### config.mk
export PLATFORM = sky130hd
export DESIGN_NAME = sorted_priority_queue_unit
export DESIGN_NICKNAME = d
export VERILOG_FILES = /design/src/rtl/spq_pkg.sv /design/src/rtl/sorted_priority_queue_unit.sv /design/src/rtl/spq_cell.sv
export SDC_FILE = /design/constraint.sdc
export NUM_CORES = 2
export LEC_CHECK = 0
export BUFFER_PORTS_ARGS = -buffer_cell sky130_fd_sc_hd__buf_2
export CORE_MARGIN = 4
export CORE_UTILIZATION = 60
export DETAILED_ROUTE_END_ITERATION = 8
export MAX_ROUTING_LAYER = met4
export PLACE_DENSITY = 0.8
export SLEW_MARGIN = 25
export SYNTH_ARGS = -nofsm -noshare
export SYNTH_HDL_FRONTEND = slang
export SYNTH_HIERARCHICAL = 1
export SYNTH_SLANG_ARGS = --single-unit
export TNS_END_PERCENT = 1
### constraint.sdc
create_clock -name clk -period 7.5 [get_ports clk]
set_input_delay 0.375 -clock clk [delete_from_list [all_inputs] [get_ports clk]]
set_output_delay 0.375 -clock clk [all_outputs]
set_load 0.01 [all_outputs]
### src/rtl/spq_pkg.sv
`timescale 1ns / 1ps
// ----------------------------------------------------------------------------
// spq_pkg: shared types and codes for the sorted priority queue
// Holds the entry type, the per-cell control bundle and the opcode and
// status codes used by the cell row and the top level.
// ----------------------------------------------------------------------------
package spq_pkg;

  localparam int KEY_W        = 32;
  localparam int PAY_W        = 32;
  localparam int COUNT_W      = 5;
  localparam int STATUS_W     = 2;
  localparam int DEF_CAPACITY = 16;

  // Opcodes of an input request.
  localparam logic OP_INSERT = 1'b0;
  localparam logic OP_REMOVE = 1'b1;

  // Result status codes.
  localparam logic [STATUS_W-1:0] ST_INSERTED = 2'd0;
  localparam logic [STATUS_W-1:0] ST_REMOVED  = 2'd1;
  localparam logic [STATUS_W-1:0] ST_EMPTY    = 2'd2;
  localparam logic [STATUS_W-1:0] ST_FULL     = 2'd3;

  // One stored entry.
  typedef struct packed {
    logic signed [KEY_W-1:0] key;
    logic [PAY_W-1:0]        payload;
  } spq_entry_t;

  // Operation broadcast to every cell in the row.
  typedef struct packed {
    logic ins_en;
    logic rem_en;
  } spq_ctrl_t;

endpackage

### src/rtl/sorted_priority_queue_unit.sv
`timescale 1ns / 1ps
// ----------------------------------------------------------------------------
// sorted_priority_queue_unit: sorted insertion priority queue
// A row of CAPACITY cells keeps entries in ascending signed key order. An
// insert places the entry after all equal keys; a remove returns the head.
//
//   Channel   Direction  Handshake           Fields
//   in_       input      in_valid/in_ready   opcode, key, payload
//   out_      output     out_valid/out_ready status, out_key, out_payload, count
//
// For each request, every cell compares its key with the new key in
// parallel and the whole row shifts at the same clock edge.
// The result is held in an output register; a new request is taken while
// that register is empty or being emptied in the same cycle.
// Reset (synchronous, rst_n low) empties the queue and the output register;
// no clearing pass is needed. A stalled output holds off new requests.
// ----------------------------------------------------------------------------
module sorted_priority_queue_unit #(
  parameter int CAPACITY = spq_pkg::DEF_CAPACITY
) (
  input  logic                             clk,
  input  logic                             rst_n,
  input  logic                             in_valid,
  output logic                             in_ready,
  input  logic                             in_opcode,
  input  logic signed [spq_pkg::KEY_W-1:0] in_key,
  input  logic [spq_pkg::PAY_W-1:0]        in_payload,
  output logic                             out_valid,
  input  logic                             out_ready,
  output logic [spq_pkg::STATUS_W-1:0]     out_status,
  output logic signed [spq_pkg::KEY_W-1:0] out_key,
  output logic [spq_pkg::PAY_W-1:0]        out_payload,
  output logic [spq_pkg::COUNT_W-1:0]      out_count
);
  import spq_pkg::*;

  localparam int CW = $clog2(CAPACITY + 1);

  logic [CW-1:0]         count_r;
  logic [CW-1:0]         count_nxt;
  logic                  in_fire;
  logic                  is_full;
  logic                  is_empty;
  spq_ctrl_t             ctrl;
  spq_entry_t            new_entry;
  spq_entry_t            cell_entry [CAPACITY];
  logic [CAPACITY-1:0]   cell_ins;

  logic                  out_valid_r;
  logic [STATUS_W-1:0]   out_status_r;
  logic [STATUS_W-1:0]   out_status_nxt;
  logic signed [KEY_W-1:0] out_key_r;
  logic signed [KEY_W-1:0] out_key_nxt;
  logic [PAY_W-1:0]      out_payload_r;
  logic [PAY_W-1:0]      out_payload_nxt;
  logic [COUNT_W-1:0]    out_count_r;

  // Request handshake: free output slot or one being taken now.
  assign in_ready = !out_valid_r || out_ready;
  assign in_fire  = in_valid && in_ready;

  assign is_full  = (count_r == CW'(CAPACITY));
  assign is_empty = (count_r == '0);

  // Operation for the cell row.
  assign ctrl.ins_en = in_fire && (in_opcode == OP_INSERT) && !is_full;
  assign ctrl.rem_en = in_fire && (in_opcode == OP_REMOVE) && !is_empty;

  assign new_entry.key     = in_key;
  assign new_entry.payload = in_payload;

  // Row of cells; each sees the new entry and its neighbors only.
  for (genvar g = 0; g < CAPACITY; g++) begin : g_cell
    localparam logic [CW-1:0] IDX = CW'(g);
    spq_entry_t left_e;
    spq_entry_t right_e;
    logic       left_i;

    if (g == 0) begin : g_first
      assign left_e = new_entry;
      assign left_i = 1'b0;
    end else begin : g_mid
      assign left_e = cell_entry[g-1];
      assign left_i = cell_ins[g-1];
    end

    if (g == CAPACITY - 1) begin : g_last
      assign right_e = cell_entry[g];
    end else begin : g_inner
      assign right_e = cell_entry[g+1];
    end

    spq_cell u_cell (
      .clk         (clk),
      .ctrl        (ctrl),
      .occ         (IDX < count_r),
      .new_entry   (new_entry),
      .left_entry  (left_e),
      .left_ins    (left_i),
      .right_entry (right_e),
      .entry       (cell_entry[g]),
      .ins         (cell_ins[g])
    );
  end

  // Next count and result fields.
  always_comb begin
    count_nxt       = count_r;
    out_key_nxt     = '0;
    out_payload_nxt = '0;
    if (in_opcode == OP_INSERT) begin
      if (is_full) begin
        out_status_nxt = ST_FULL;
      end else begin
        out_status_nxt = ST_INSERTED;
        count_nxt      = count_r + CW'(1);
      end
    end else begin
      if (is_empty) begin
        out_status_nxt = ST_EMPTY;
      end else begin
        out_status_nxt  = ST_REMOVED;
        out_key_nxt     = cell_entry[0].key;
        out_payload_nxt = cell_entry[0].payload;
        count_nxt       = count_r - CW'(1);
      end
    end
  end

  // Control state: entry count and output valid.
  always_ff @(posedge clk) begin
    if (!rst_n) begin
      count_r     <= '0;
      out_valid_r <= 1'b0;
    end else begin
      if (in_fire) begin
        count_r     <= count_nxt;
        out_valid_r <= 1'b1;
      end else if (out_ready) begin
        out_valid_r <= 1'b0;
      end
    end
  end

  // Result payload register.
  always_ff @(posedge clk) begin
    if (in_fire) begin
      out_status_r  <= out_status_nxt;
      out_key_r     <= out_key_nxt;
      out_payload_r <= out_payload_nxt;
      out_count_r   <= COUNT_W'(count_nxt);
    end
  end

  assign out_valid   = out_valid_r;
  assign out_status  = out_status_r;
  assign out_key     = out_key_r;
  assign out_payload = out_payload_r;
  assign out_count   = out_count_r;

  // The stored count never passes the capacity.
  a_count_bound: assert property (@(posedge clk) disable iff (!rst_n)
    count_r <= CW'(CAPACITY))
    else $error("entry count above capacity");

  // Every accepted request yields a held result in the next cycle.
  a_result_follows: assert property (@(posedge clk) disable iff (!rst_n)
    in_fire |=> out_valid_r)
    else $error("accepted request produced no result");

  // A remove on an empty queue reports zero entries and a zero key.
  a_empty_result: assert property (@(posedge clk) disable iff (!rst_n)
    (out_valid_r && (out_status_r == ST_EMPTY)) |-> (out_count_r == '0 && out_key_r == '0))
    else $error("empty result carries data");

  // A removal lowers the count by one.
  a_count_step: assert property (@(posedge clk) disable iff (!rst_n)
    (ctrl.rem_en) |=> (count_r == $past(count_r) - CW'(1)))
    else $error("count not decremented on removal");

endmodule

### src/rtl/spq_cell.sv
`timescale 1ns / 1ps
// ----------------------------------------------------------------------------
// spq_cell: one slot of the sorted shift-register queue
// Holds one entry, compares it against the incoming key, and on each
// operation keeps its entry, loads the new entry, or takes the entry of its
// left or right neighbor.
// ----------------------------------------------------------------------------
module spq_cell (
  input  logic               clk,
  input  spq_pkg::spq_ctrl_t ctrl,
  input  logic               occ,
  input  spq_pkg::spq_entry_t new_entry,
  input  spq_pkg::spq_entry_t left_entry,
  input  logic               left_ins,
  input  spq_pkg::spq_entry_t right_entry,
  output spq_pkg::spq_entry_t entry,
  output logic               ins
);
  import spq_pkg::*;

  spq_entry_t entry_r;
  spq_entry_t entry_nxt;

  // The new entry belongs at or before this slot when the slot is free or
  // holds a strictly larger key, so equal keys stay ahead of it.
  assign ins = !occ || ($signed(entry_r.key) > $signed(new_entry.key));

  // Insert shifts right from the insertion point; remove shifts left.
  always_comb begin
    entry_nxt = entry_r;
    if (ctrl.ins_en && ins) begin
      entry_nxt = left_ins ? left_entry : new_entry;
    end else if (ctrl.rem_en) begin
      entry_nxt = right_entry;
    end
  end

  always_ff @(posedge clk) begin
    entry_r <= entry_nxt;
  end

  assign entry = entry_r;

endmodule
# After elaboration in Yosys (flattened, before gate mapping)
# Cells that the tools add are included.
dict set report totals {
  inputBits 69
  ff_bits 1101
}
dict set report classes {
  bitwise 1
  add_sub_neg 2
  n_eq_ne 1
  n_lt_le_gt_ge 32
  n_mux 53
  reduce_logical 75
}
# cell count
set ops {}
lappend ops {{two-way mux 64 bit} 45}
lappend ops {{> comparator 32 bit} 16}
lappend ops {{< comparator 4 x 5 -> 1 bit (first input constant)} 8}
lappend ops {{nonzero test 2 bit} 16}
lappend ops {{logical AND 1 bit} 21}
lappend ops {{< comparator 3 x 5 -> 1 bit (first input constant)} 4}
lappend ops {{zero test 1 bit} 19}
lappend ops {{logical OR 1 bit} 17}
lappend ops {{two-way mux 5 bit} 3}
lappend ops {{< comparator 1 x 5 -> 1 bit (first input constant)} 2}
lappend ops {{< comparator 2 x 5 -> 1 bit (first input constant)} 2}
lappend ops {{two-way mux 2 bit} 3}
lappend ops {{adder 5 x 1 -> 5 bit (second input constant)} 1}
lappend ops {{== test 5 bit (second input constant)} 1}
lappend ops {{zero test 5 bit} 1}
lappend ops {{subtractor 5 x 1 -> 5 bit (second input constant)} 1}
lappend ops {{two-way mux 1 bit} 2}
lappend ops {{OR reduction 2 bit} 1}
lappend ops {{inverter 1 bit} 1}

# Logic depth before layout (Yosys ltp)
dict set report depth {
  word_depth 7
  ltp_mapped 15
  mapped_depth_nobuf 12
}

# Hierarchy
# The synthesis kept the hierarchy.
# module cells_per_inst n_inst area_each_um2 seq_area_each_um2
set by_module_without_submodules {}
lappend by_module_without_submodules {{spq_cell (g_cell[0].u_cell ...)} 367 14 4451.8 1921.8}
lappend by_module_without_submodules {{spq_cell (g_cell[8].u_cell ...)} 365 2 4446.8 1921.8}
lappend by_module_without_submodules {sorted_priority_queue_unit 243 1 3269.4 2252.2}

# Worst setup path before layout
# Ideal clock, no wire load.
dict set report synth_timing {
  kind {register to register}
  start {register count_r[1]}
  end {register g_cell[0].u_cell.entry_r (netlist bit g_cell[0].u_cell/entry[0]), enable pin}
  setup_ns 0.426
  t_arrival_ns 5.116
  required_ns 7.074
  synth_period_minus_slack_ns 5.542
  path_slack_ns 1.958
  path_stages_with_launch 10
  cell_sequence {dfxtp_1 -> clkbuf_1 -> inv_1 -> ha_1 -> a311oi_1 -> inv_1 -> o311ai_1 -> buf_6 -> buf_6 -> or2_1}
}
# item line
set synth_rtl {}
lappend synth_rtl {{start: declaration} sorted_priority_queue_unit.sv:39} ;# logic [CW-1:0] count_r;
lappend synth_rtl {{start signal: assignment} sorted_priority_queue_unit.sv:137} ;# count_r <= count_nxt;
lappend synth_rtl {{end signal: assignment} spq_cell.sv:39} ;# entry_r <= entry_nxt;
lappend synth_rtl {{end: declaration} spq_cell.sv:21} ;# spq_entry_t entry_r;

==> results.toml <==
[power]
p_clk_share_pct = 22.5
irDropWorstVdd_uv = 186.8
cell_internal_pwr_uw = 16670
p_comb_share_pct = 34.7
cellPowerDensity_nw_per_um2 = 302.7
switchingPower_uw = 7494
switching_share_pct = 31.01
seqPwrFrac_pct = 42.7
leakage_uw = 0.03383

[cts]
cts-root-buf = "clkbuf_16"
cts_resized = 0
cts_buffers = 114
htree_levels = 3
clk_pin_slew_ps = 60
clk_path_buf_depth = 3
cts_tree = "built"
worstSkewPairLatency_ps = 720
cts_sinks = 1101

[place]
dp_hpwl_mm = 122.1
place_congestion = 0.8942
portBuffers = 141

[logic_synthesis]
synthCells = 6107
syn_nets = 6692
synth_area_per_cell_um2 = 12.19
post_synth_instance_area_um2 = 74460
ys_warn_count = 6

[timing]
fin_crit_sh_pct = 57.19
worstMarginPinSlew_ps = 1046
fmax_mhz = 233.1
fin_setup_tns_ps = 0
fin_skew_ps = 28.83
maxSlewViolCount = 0
min_period_ps = 4289
setup_viol = 0
timing.slew.headroom_pct = 30.12
rsz0062_at_grt = "false"
hold_viol = 0

[die]
design.core.area_um2 = 122500
fp.dieW_um = 360.3
ios = 142
start_util_pct = 60.78
die_h_um = 360.3
die_area_um2 = 129800
num_rows = 128

[cells_and_area]
fin_nets = 6714
drive_gt1_share_pct = 31.83
final_cell_mix = "1095 x edfxtp_1, 784 x mux2_4, 769 x mux2_2"
layout_commonest_cell = "edfxtp_1"
utilization_pct = 65.16
syn2layout_area_growth_pct = 7.207
fillers = 8609

[worst_setup_path]
reg2reg_slack_ps = 3210
critPathKind = "reg -> reg"
critPathMaxFanout = 64
required_ps = 7840
worstPathArrival_ps = 4630
crit_path_start_kind = "register"
endpoint_kind = "register"

[route]
via_per_inst = 6.077
wire_per_inst_um = 21.04
vias = 47690
drt_wl_total_mm = 165.1
first_iter_violations = 4752
firstDrtPassIters = 6
postRouteAntennaNets = 0
drc = 0

[global_route]
grt_pass1_wl_mm = 261.8
antenna_found_initial = 6
grt-ovfl-total = 0
grt_max_degree = 96
grt_util_all_layers_pct = 25.19
grt_pass1_vias = 47120

[hold_path]
hp-class = "in -> reg"

[flow_run]
cap_violations = 0

[outcome]
status = "complete, no violations"
stage by stage:
step	area, µm²	worst slack (ps)	hold slack (ps)	std cells	total power, µW
6_report	79830	3211	88.81	7848	24170
3_5_place_dp	76200	2651	539.6	7633	18660
3_3_place_gp	76160	2751	532.5	7629	18170
2_1_floorplan	74460	1958	512.8	6107	16700
5_1_grt	79830	2952	94.65	7847	25440
4_1_cts	79750	3072	46.27	7840	24170
sequential cells by signal (all words and copies together), names as in the netlist:
| name | flops |
|---|---|
| g_cell.u_cell/entry | 1024 |
| out_status | 2 |
| out_valid | 1 |
| count_r | 5 |
| out_key | 32 |
| out_payload | 32 |
| out_count | 5 |
repair_timing:
action	CTS	global route
hold endpoints to repair	2	0
buffers inserted	0	0
hold buffers	3	0
routing by layer:
layer / track usage (%) / share of wire (%) / vias up
met1: 37.49 / 48 / 23120
met3: 3.354 / 7.6 / 227
met5: - / 0 / -
li1: - / - / 22570
met2: 36.77 / 43 / 1777
met4: 5.969 / 2.0 / 0
worst max-delay path, stage by stage, from the launching register on:
cell	delay [ps]
dfxtp_1	590
inv_1	180
ha_1	340
a311oi_4	270
buf_4	390
and3_1	250
o21ai_0	150
o311ai_4	120
buf_4	680
or2_2	230
buf_4	660
power groups by stage:
| stage | Combinational, µW | Clock, µW | Sequential [µW] |
|---|---|---|---|
| detailed placement | 8260 | 0 | 10400 |
| global placement | 7860 | 0 | 10300 |
| global route | 9150 | 5810 | 10500 |
| floorplan | 6790 | 0 | 9910 |
| finish | 8400 | 5450 | 10300 |
| CTS | 8330 | 5550 | 10300 |
area by class of cell:
type	instances	area (µm²)	area share [%]
flip-flops and latches	1101	33000	41.34
clock inverters	54	503.0	0.6301
diodes	6	15.01	0.01881
repair buffers	210	1290	1.616
inverters	569	2137	2.677
clock buffers	150	3019	3.782
well taps	1625	2033	2.547
multi-input cells	4133	37830	47.39
worst paths after layout:
kind	startpoint	cells past startpoint	endpoint
max	count_r[1]	10	g_cell[0].u_cell/entry[20]
min	out_ready	5	count_r[1]
max reg2reg	count_r[1]	10	g_cell[0].u_cell/entry[20]
min reg2reg	g_cell[0].u_cell/entry[20]	1	out_payload[20]
Power figures use the tool's default switching activity.
